`config.mk`:
```
export PLATFORM = sky130hd
export DESIGN_NAME = alignment_log_likelihood_scorer
export DESIGN_NICKNAME = d
export VERILOG_FILES = /design/src/sv/als_pkg.sv /design/src/sv/alignment_log_likelihood_scorer.sv /design/src/sv/als_front.sv /design/src/sv/als_queue.sv /design/src/sv/als_back.sv
export SDC_FILE = /design/constraint.sdc
export NUM_CORES = 2
export LEC_CHECK = 0
export ABC_CLOCK_PERIOD_IN_PS = 11200
export BUFFER_PORTS_ARGS = -buffer_cell sky130_fd_sc_hd__buf_4
export CORE_ASPECT_RATIO = 1.4
export CORE_MARGIN = 2
export CORE_UTILIZATION = 50
export DETAILED_ROUTE_END_ITERATION = 12
export PLACE_DENSITY = 0.69
export SYNTH_ARGS = -nofsm -noshare
export SYNTH_HDL_FRONTEND = slang
export SYNTH_SLANG_ARGS = --single-unit
```
`constraint.sdc`:
```
create_clock -name clk -period 11.2 [get_ports clk]
set_input_delay 3.36 -clock clk [delete_from_list [all_inputs] [get_ports clk]]
set_output_delay 3.36 -clock clk [all_outputs]
set_load 0.02 [all_outputs]
```
`src/sv/als_pkg.sv`:
```
`default_nettype none
package als_pkg;

  localparam int TERM_W = 21;
  localparam int SCORE_W = 32;
  localparam int LEN_W = 12;
  localparam int LEN_MAX_FIELD = 4095;
  localparam int PROD_W = LEN_W + 1 + TERM_W;
  localparam int DELTA_W = PROD_W + 1;
  localparam int QUEUE_DEPTH = 2;

  localparam int DEF_QUALITY_LEVELS = 128;
  localparam int DEF_MAX_DELETION = 4095;

  localparam int CFG_ADDR_W = 3;
  localparam logic REG_GAP_OPEN = 1'b0;
  localparam logic REG_GAP_EXTEND = 1'b1;
  localparam logic signed [TERM_W-1:0] PENALTY_RESET = -21'sd65536;

  localparam longint unsigned ONE_Q30 = 64'd1 << 30;
  localparam longint unsigned TENTH_ROOT40_Q30 = 64'd1013677651;
  localparam longint unsigned LOG10_2_Q32 = 64'd1292913986;
  localparam longint unsigned Q16_ONE = 64'd65536;
  localparam longint unsigned ERR_DIV = 64'd40;
  localparam longint unsigned ERR_ROUND = 64'd20;
  localparam logic signed [TERM_W-1:0] MATCH_FLOOR = -21'sd1048576;

  typedef enum logic [1:0] {
    EV_CLIP   = 2'd0,
    EV_MATCH  = 2'd1,
    EV_INSERT = 2'd2,
    EV_DELETE = 2'd3
  } ev_kind_t;

  typedef struct packed {
    ev_kind_t          req_type;
    logic [7:0]        read_base;
    logic [7:0]        ref_code;
    logic [6:0]        base_quality;
    logic              first_in_run;
    logic [LEN_W-1:0]  deletion_length;
    logic              last_event;
  } in_item_t;

  typedef struct packed {
    logic signed [SCORE_W-1:0] alignment_score;
    logic signed [SCORE_W-1:0] best_possible_score;
    logic                      invalid_reference;
  } out_item_t;

  typedef struct packed {
    logic signed [TERM_W-1:0] gap_open;
    logic signed [TERM_W-1:0] gap_extend;
  } pen_t;

  typedef struct packed {
    logic signed [DELTA_W-1:0] delta;
    logic signed [TERM_W-1:0]  best_term;
    logic                      best_en;
    logic                      ref_bad;
    logic                      last;
  } job_t;

  function automatic logic signed [TERM_W-1:0] err_term_f(input int unsigned q);
    longint unsigned mag;
    mag = (longint'(q) * Q16_ONE + ERR_ROUND) / ERR_DIV;
    return TERM_W'(-$signed(mag));
  endfunction

  function automatic logic signed [TERM_W-1:0] match_term_f(input int unsigned q);
    longint unsigned x;
    longint unsigned y;
    longint unsigned k;
    longint unsigned f;
    longint unsigned n;
    longint unsigned mag;
    int unsigned i;
    x = ONE_Q30;
    y = 0;
    k = 0;
    f = 0;
    if (q == 0) begin
      return MATCH_FLOOR;
    end
    for (i = 1; i <= q; i++) begin
      x = (x * TENTH_ROOT40_Q30 + (64'd1 << 29)) >> 30;
    end
    y = ONE_Q30 - x;
    if (y == 0) begin
      return MATCH_FLOOR;
    end
    for (i = 0; i < 31; i++) begin
      if (y < ONE_Q30) begin
        y = y << 1;
        k = k + 1;
      end
    end
    for (i = 0; i < 24; i++) begin
      y = (y * y) >> 30;
      f = f << 1;
      if (y >= (ONE_Q30 << 1)) begin
        y = y >> 1;
        f = f | 64'd1;
      end
    end
    n = (k << 24) - f;
    mag = (n * LOG10_2_Q32 + (64'd1 << 39)) >> 40;
    return TERM_W'(-$signed(mag));
  endfunction

endpackage
`default_nettype wire

```
`src/sv/alignment_log_likelihood_scorer.sv`:
```
// An accepted item is written into the queue and scored when it leaves it; its
// result, when it is the final item, is registered as it leaves the queue.
// Throughput: one item per cycle through a two-entry queue and one accumulator,
// unless a waiting result stalls a further final item, which holds items behind it.
// Reset (rst_n low, synchronous): clears sums, error flag, queue and result valid;
// gap penalties return to -1.0. The match table is constant, no fill pass.
`default_nettype none
module alignment_log_likelihood_scorer #(
  parameter int QUALITY_LEVELS = als_pkg::DEF_QUALITY_LEVELS,
  parameter int MAX_DELETION = als_pkg::DEF_MAX_DELETION
) (
  input  wire                               clk,
  input  wire                               rst_n,
  input  wire                               in_valid,
  output logic                              in_ready,
  input  wire als_pkg::in_item_t            in_item,
  output logic                              out_valid,
  input  wire                               out_ready,
  output als_pkg::out_item_t                out_item,
  input  wire                               cfg_psel,
  input  wire                               cfg_penable,
  input  wire                               cfg_pwrite,
  input  wire [als_pkg::CFG_ADDR_W-1:0]     cfg_paddr,
  input  wire [31:0]                        cfg_pwdata,
  output logic [31:0]                       cfg_prdata,
  output logic                              cfg_pready
);
  import als_pkg::*;

  pen_t  pen_r;
  job_t  front_job;
  job_t  head_job;
  logic  q_full;
  logic  head_valid;
  logic  pop;
  logic  push;
  logic  cfg_wr;
  logic  reg_sel;

  assign cfg_pready = 1'b1;
  assign cfg_wr = cfg_psel && cfg_penable && cfg_pwrite && cfg_pready;
  assign reg_sel = cfg_paddr[2];

  always_ff @(posedge clk) begin
    if (!rst_n) begin
      pen_r.gap_open <= PENALTY_RESET;
      pen_r.gap_extend <= PENALTY_RESET;
    end else if (cfg_wr) begin
      unique case (reg_sel)
        REG_GAP_OPEN: pen_r.gap_open <= cfg_pwdata[TERM_W-1:0];
        REG_GAP_EXTEND: pen_r.gap_extend <= cfg_pwdata[TERM_W-1:0];
        default: ;
      endcase
    end
  end

  always_comb begin
    unique case (reg_sel)
      REG_GAP_OPEN: cfg_prdata = 32'(pen_r.gap_open);
      REG_GAP_EXTEND: cfg_prdata = 32'(pen_r.gap_extend);
      default: cfg_prdata = '0;
    endcase
  end

  assign in_ready = !q_full;
  assign push = in_valid && in_ready;

  als_front #(
    .QUALITY_LEVELS(QUALITY_LEVELS),
    .MAX_DELETION(MAX_DELETION)
  ) u_front (
    .item(in_item),
    .pen(pen_r),
    .job(front_job)
  );

  als_queue u_queue (
    .clk(clk),
    .rst_n(rst_n),
    .push(push),
    .push_job(front_job),
    .full(q_full),
    .pop(pop),
    .head_valid(head_valid),
    .head_job(head_job)
  );

  als_back u_back (
    .clk(clk),
    .rst_n(rst_n),
    .head_valid(head_valid),
    .head_job(head_job),
    .pop(pop),
    .out_valid(out_valid),
    .out_ready(out_ready),
    .out_item(out_item)
  );

endmodule
`default_nettype wire

```
`src/sv/als_front.sv`:
```
`default_nettype none
module als_front #(
  parameter int QUALITY_LEVELS = als_pkg::DEF_QUALITY_LEVELS,
  parameter int MAX_DELETION = als_pkg::DEF_MAX_DELETION
) (
  input  wire als_pkg::in_item_t item,
  input  wire als_pkg::pen_t     pen,
  output als_pkg::job_t          job
);
  import als_pkg::*;

  localparam int Q_W = (QUALITY_LEVELS > 1) ? $clog2(QUALITY_LEVELS) : 1;
  localparam int MAX_LEN = (MAX_DELETION > LEN_MAX_FIELD) ? LEN_MAX_FIELD : MAX_DELETION;

  logic signed [TERM_W-1:0] match_rom [QUALITY_LEVELS];
  logic signed [TERM_W-1:0] err_rom [QUALITY_LEVELS];

  for (genvar g = 0; g < QUALITY_LEVELS; g++) begin : g_rom
    localparam logic signed [TERM_W-1:0] MT = match_term_f(g);
    localparam logic signed [TERM_W-1:0] ET = err_term_f(g);
    assign match_rom[g] = MT;
    assign err_rom[g] = ET;
  end

  logic [6:0]               q_clamp;
  logic [Q_W-1:0]           q_idx;
  logic signed [TERM_W-1:0] m_term;
  logic signed [TERM_W-1:0] e_term;
  logic                     is_a, is_c, is_g, is_t;
  logic                     fits;
  logic                     code_ok;
  logic [LEN_W-1:0]         len_nz;
  logic [LEN_W-1:0]         len_eff;
  logic [LEN_W-1:0]         len_m1;
  logic signed [PROD_W-1:0] ext_prod;

  always_comb begin
    if (32'(item.base_quality) >= QUALITY_LEVELS) begin
      q_clamp = 7'(QUALITY_LEVELS - 1);
    end else begin
      q_clamp = item.base_quality;
    end
    q_idx = Q_W'(q_clamp);
    m_term = match_rom[q_idx];
    e_term = err_rom[q_idx];
  end

  always_comb begin
    is_a = item.read_base == "A";
    is_c = item.read_base == "C";
    is_g = item.read_base == "G";
    is_t = item.read_base == "T";
    code_ok = 1'b1;
    unique case (item.ref_code)
      "A": fits = is_a;
      "C": fits = is_c;
      "G": fits = is_g;
      "T": fits = is_t;
      "R": fits = is_a | is_g;
      "Y": fits = is_c | is_t;
      "S": fits = is_g | is_c;
      "W": fits = is_a | is_t;
      "K": fits = is_g | is_t;
      "M": fits = is_a | is_c;
      "B": fits = is_c | is_g | is_t;
      "D": fits = is_a | is_g | is_t;
      "H": fits = is_a | is_c | is_t;
      "V": fits = is_a | is_c | is_g;
      "N": fits = 1'b1;
      default: begin
        fits = 1'b0;
        code_ok = 1'b0;
      end
    endcase
  end

  always_comb begin
    len_nz = (item.deletion_length == '0) ? LEN_W'(1) : item.deletion_length;
    len_eff = (32'(len_nz) > MAX_LEN) ? LEN_W'(MAX_LEN) : len_nz;
    len_m1 = len_eff - LEN_W'(1);
    ext_prod = $signed({1'b0, len_m1}) * pen.gap_extend;
  end

  always_comb begin
    job.best_term = m_term;
    job.best_en = item.req_type != EV_DELETE;
    job.ref_bad = 1'b0;
    job.last = item.last_event;
    unique case (item.req_type)
      EV_CLIP: job.delta = DELTA_W'(e_term);
      EV_MATCH: begin
        job.delta = fits ? DELTA_W'(m_term) : DELTA_W'(e_term);
        job.ref_bad = !code_ok;
      end
      EV_INSERT: begin
        job.delta = DELTA_W'(e_term)
                  + DELTA_W'(item.first_in_run ? pen.gap_open : pen.gap_extend);
      end
      EV_DELETE: job.delta = DELTA_W'(pen.gap_open) + DELTA_W'(ext_prod);
      default: job.delta = '0;
    endcase
  end

endmodule
`default_nettype wire

```
`src/sv/als_queue.sv`:
```
`default_nettype none
module als_queue (
  input  wire                clk,
  input  wire                rst_n,
  input  wire                push,
  input  wire als_pkg::job_t push_job,
  output logic               full,
  input  wire                pop,
  output logic               head_valid,
  output als_pkg::job_t      head_job
);
  import als_pkg::*;

  localparam int PTR_W = (QUEUE_DEPTH > 1) ? $clog2(QUEUE_DEPTH) : 1;
  localparam int CNT_W = $clog2(QUEUE_DEPTH + 1);

  job_t             slot_r [QUEUE_DEPTH];
  logic [PTR_W-1:0] wr_ptr_r, wr_ptr_nxt;
  logic [PTR_W-1:0] rd_ptr_r, rd_ptr_nxt;
  logic [CNT_W-1:0] count_r, count_nxt;

  assign full = count_r == CNT_W'(QUEUE_DEPTH);
  assign head_valid = count_r != '0;
  assign head_job = slot_r[rd_ptr_r];

  always_comb begin
    wr_ptr_nxt = wr_ptr_r;
    rd_ptr_nxt = rd_ptr_r;
    count_nxt = count_r;
    if (push) begin
      wr_ptr_nxt = (32'(wr_ptr_r) == QUEUE_DEPTH - 1) ? '0 : wr_ptr_r + PTR_W'(1);
    end
    if (pop) begin
      rd_ptr_nxt = (32'(rd_ptr_r) == QUEUE_DEPTH - 1) ? '0 : rd_ptr_r + PTR_W'(1);
    end
    if (push && !pop) begin
      count_nxt = count_r + CNT_W'(1);
    end else if (pop && !push) begin
      count_nxt = count_r - CNT_W'(1);
    end
  end

  always_ff @(posedge clk) begin
    if (!rst_n) begin
      wr_ptr_r <= '0;
      rd_ptr_r <= '0;
      count_r <= '0;
    end else begin
      wr_ptr_r <= wr_ptr_nxt;
      rd_ptr_r <= rd_ptr_nxt;
      count_r <= count_nxt;
    end
  end

  always_ff @(posedge clk) begin
    if (push) begin
      slot_r[wr_ptr_r] <= push_job;
    end
  end

  a_no_overflow: assert property (@(posedge clk) disable iff (!rst_n)
    !(push && full))
    else $error("push into full queue");

  a_no_underflow: assert property (@(posedge clk) disable iff (!rst_n)
    !(pop && !head_valid))
    else $error("pop from empty queue");

endmodule
`default_nettype wire

```
`src/sv/als_back.sv`:
```
`default_nettype none
module als_back (
  input  wire                    clk,
  input  wire                    rst_n,
  input  wire                    head_valid,
  input  wire als_pkg::job_t     head_job,
  output logic                   pop,
  output logic                   out_valid,
  input  wire                    out_ready,
  output als_pkg::out_item_t     out_item
);
  import als_pkg::*;

  localparam int SUM_W = DELTA_W + 2;
  localparam logic signed [SUM_W-1:0] SAT_HI = SUM_W'($signed(32'h7fffffff));
  localparam logic signed [SUM_W-1:0] SAT_LO = SUM_W'($signed(32'h80000000));

  function automatic logic signed [SCORE_W-1:0] sat32(input logic signed [SUM_W-1:0] v);
    if (v > SAT_HI) begin
      return SCORE_W'(SAT_HI);
    end else if (v < SAT_LO) begin
      return SCORE_W'(SAT_LO);
    end
    return SCORE_W'(v);
  endfunction

  logic signed [SCORE_W-1:0] score_r, score_nxt;
  logic signed [SCORE_W-1:0] best_r, best_nxt;
  logic                      err_r, err_nxt;
  logic                      out_valid_r, out_valid_nxt;
  out_item_t                 out_item_r;
  logic signed [SCORE_W-1:0] score_acc;
  logic signed [SCORE_W-1:0] best_acc;
  logic                      err_acc;

  assign pop = head_valid && (!head_job.last || !out_valid_r || out_ready);
  assign out_valid = out_valid_r;
  assign out_item = out_item_r;

  always_comb begin
    score_acc = sat32(SUM_W'(score_r) + SUM_W'(head_job.delta));
    best_acc = head_job.best_en ? sat32(SUM_W'(best_r) + SUM_W'(head_job.best_term)) : best_r;
    err_acc = err_r | head_job.ref_bad;
    score_nxt = score_r;
    best_nxt = best_r;
    err_nxt = err_r;
    out_valid_nxt = out_valid_r && !out_ready;
    if (pop) begin
      if (head_job.last) begin
        score_nxt = '0;
        best_nxt = '0;
        err_nxt = 1'b0;
        out_valid_nxt = 1'b1;
      end else begin
        score_nxt = score_acc;
        best_nxt = best_acc;
        err_nxt = err_acc;
      end
    end
  end

  always_ff @(posedge clk) begin
    if (!rst_n) begin
      score_r <= '0;
      best_r <= '0;
      err_r <= 1'b0;
      out_valid_r <= 1'b0;
    end else begin
      score_r <= score_nxt;
      best_r <= best_nxt;
      err_r <= err_nxt;
      out_valid_r <= out_valid_nxt;
    end
  end

  always_ff @(posedge clk) begin
    if (pop && head_job.last) begin
      out_item_r.alignment_score <= score_acc;
      out_item_r.best_possible_score <= best_acc;
      out_item_r.invalid_reference <= err_acc;
    end
  end

  a_clear_after_last: assert property (@(posedge clk) disable iff (!rst_n)
    pop && head_job.last |=> score_r == '0 && best_r == '0 && !err_r && out_valid_r)
    else $error("state not cleared after final item");

  a_flag_sticky: assert property (@(posedge clk) disable iff (!rst_n)
    pop && !head_job.last && head_job.ref_bad |=> err_r)
    else $error("reference error flag lost");

  a_no_result_overrun: assert property (@(posedge clk) disable iff (!rst_n)
    out_valid_r && !out_ready |-> !(pop && head_job.last))
    else $error("result overwritten while waiting");

endmodule
`default_nettype wire

```
==> impl_metrics.tcl <==
set metrics [dict create \
    clock_sinks 290 \
    drt_iter0_drc 1573 \
    io_pins 181 \
    clkSlewWorstSetupHoldPaths_ns 0.07 \
    vias 24899 \
    hold_ws_ns 0.452 \
    period_share_pct 96.1 \
    hp-class "register to register" \
    syn_to_final_growth_pct 12.1 \
    wl_per_cell_um 19.1 \
    status "finished, final reports clean" \
    grt_max_degree 88 \
    num-fill-cells 5431 \
    globalplace.congestion 0.971 \
    ys_types 95 \
    ctsHoldBuffers 0 \
    setup_viol 0 \
    ant_nets 0 \
    multiInputGateArea_um2 20200 \
    rows 106 \
    syn_area_um2 29900 \
    chipHeight_um 293 \
    clock.fmax_ghz 0.0929 \
    hpwlAfterDp_um 65600 \
    post_route_cells_drive_above_1_share_pct 14.3 \
    syn_inst 3392 \
    synth_edf_count 177 \
    skew_ns 0.0104 \
    instances_no_fill 4316 \
    critical_path_class "primary input to register" \
    end_kind "register" \
    crit_top_cell "fa_1" \
    cp-start-kind "primary input" \
    cp.required_ns 11.50 \
    cts_buffers 30 \
    critPathSlowestCell "fa_1" \
    antenna_found_initial 0 \
    die_x_um 211 \
    grt_util_all_layers_pct 26.8 \
    min_period_ns 10.76 \
    synth_seq_cells 290 \
    ff_latch_area_um2 7580 \
    vias_per_cell 5.77 \
    start_util_pct 50.3 \
    place_inst 4257 \
    grt_pass1_wl_um 132000 \
    clockBufferDepth 3 \
    max_stage_delay_ns 0.57 \
    gr-total-overflow 0 \
    layout.nets 4062 \
    slew_headroom_pct 27.4 \
    cts_tree "yes" \
    cp.arrival_ns 11.06 \
    ys_warn_count 0 \
    wl_um 82500 \
    hold_viol_final 0 \
    synthFlopType "edfxtp_1" \
    htree_levels 1 \
    die_area_um2 61800 \
    core_area_um2 59400 \
    fin_util_pct 56.4 \
    most-common-layout-cells "nand2_1 (473), inv_1 (345), buf_4 (315)" \
    drv_cap 0 \
    synth_nets 3919 \
    rsz0062_at_grt "no" \
    first_pass_iters 5 \
    crit_fanout 8 \
    async_reset_ff_share_pct 0 \
    setup-tns-final_ns 0 \
    grt_pass1_vias 24957 \
    worst_pin_slew_ns 1.09 \
    postSynthAreaPerCell_um2 8.81 \
    final_common_cell "nand2_1" \
    ys_seq_area_share_pct 25.4 \
    rrSetupSlack_ns 4.14 \
    io_buffer_count 166 \
    root_buffer "clkbuf_16" \
    clk_latency_ns 0.58 \
    drc 0 \
    slew_violations 0 \
]
synthesized netlist by cell type (all sizes together), types with 18 or more instances:
library cell,instances,share of area (%)
a211oi,25,0.66
o21a,25,0.63
nand4,25,0.52
or3,18,0.38
o21bai,22,0.55
nand2b,54,1.2
clkbuf,149,1.9
nor3,40,0.69
nand2,474,6.0
a21boi,36,0.90
o21ai,244,4.1
a21o,61,1.5
and3,38,0.80
nand3,51,0.85
edfxtp,177,18
dfxtp,113,7.6
xnor2,77,2.3
a21oi,178,3.0
o211ai,41,1.0
inv,348,4.4
nor2,198,2.5
mux2,89,3.4
ha,182,7.6
and2,59,1.2
nor2b,58,1.2
xor2,38,1.1
buf,60,1.1
fa,264,18
mux2i,27,0.90
timing repair:
action	CTS	global route
setup endpoints to repair	0	22
setup buffers	0	2
gates resized for setup	0	12
sequential cells by signal (all words and copies together), names as in the netlist, named ones only:
signal and count:
u_queue.slot_r 112, u_back.out_item 65, pen_r 42, u_back.best_r 32
u_back.score_r 32, u_queue.count_r 2, u_back.err_r 1, u_back.out_valid 1
u_queue.rd_ptr_r 1, u_queue.wr_ptr_r 1
per-layer routing:
layer,global-route usage [%],vias to the layer above,wire length [µm]
met1,30.9,12050,32000
met3,2.44,235,3560
met5,0,-,0
li1,-,11887,-
met4,12.7,0,4190
met2,49.7,727,42700
path summary, 6_finish.rpt:
check,to,cells after the start,startpoint
max,u_queue.slot_r[1][57]$_DFFE_PP_,33,in_item[4]
min,u_back.score_r[3]$_SDFFE_PN0P_,2,u_back.score_r[3]$_SDFFE_PN0P_
max reg2reg,u_queue.slot_r[1][56]$_DFFE_PP_,22,pen_r[8]$_SDFFE_PN0P_
min reg2reg,u_back.score_r[3]$_SDFFE_PN0P_,2,u_back.score_r[3]$_SDFFE_PN0P_
per-stage QoR:
step	cell area [µm²]	setup WS, ns
2_1_floorplan	29900	0.0311
3_3_place_gp	32500	-0.453
3_5_place_dp	32500	-0.600
4_1_cts	33500	0.00103
5_1_grt	33500	0.0136
6_report	33500	0.438
kinds of logic (layout without fill, tap and decap cells):
group                      count (synthesis)  in the layout  share of synthesized area, %
and+or+nand+nor                         1058           1058                          16.4
AOI/OAI and AO/OA                        800            800                          17.3
buffers and inverters                    557            724                          7.33
adders and majority gates                448            448                          25.4
DFF                                      290            290                          25.4
muxes                                    123            123                          4.79
xor gates and xnor gates                 115            115                          3.37
other                                      1              2                        0.0125
area by class of cell:
type                    count  share of cell area [%]
multi-input cells        2545                    60.3
repair buffers            320                    7.35
inverters                 348                    3.90
well taps                 756                    2.82
clock inverters            14                   0.526
flip-flops and latches    290                    22.6
diodes                      1                 0.00747
clock buffers              42                    2.47
worst max-delay path, delay by kind of cell:
family                   cells  cell delay [ns]
adder cells (fa/ha/maj)      8             3.58
AO/OA/AOI/OAI                8             1.35
buffers and inverters        7             0.73
AND/OR/NAND/NOR              8             1.44
XOR/XNOR                     2             0.55
Power is not shown: default switching activity piles up to over one toggle a cycle in this logic, so the estimate is an artifact.
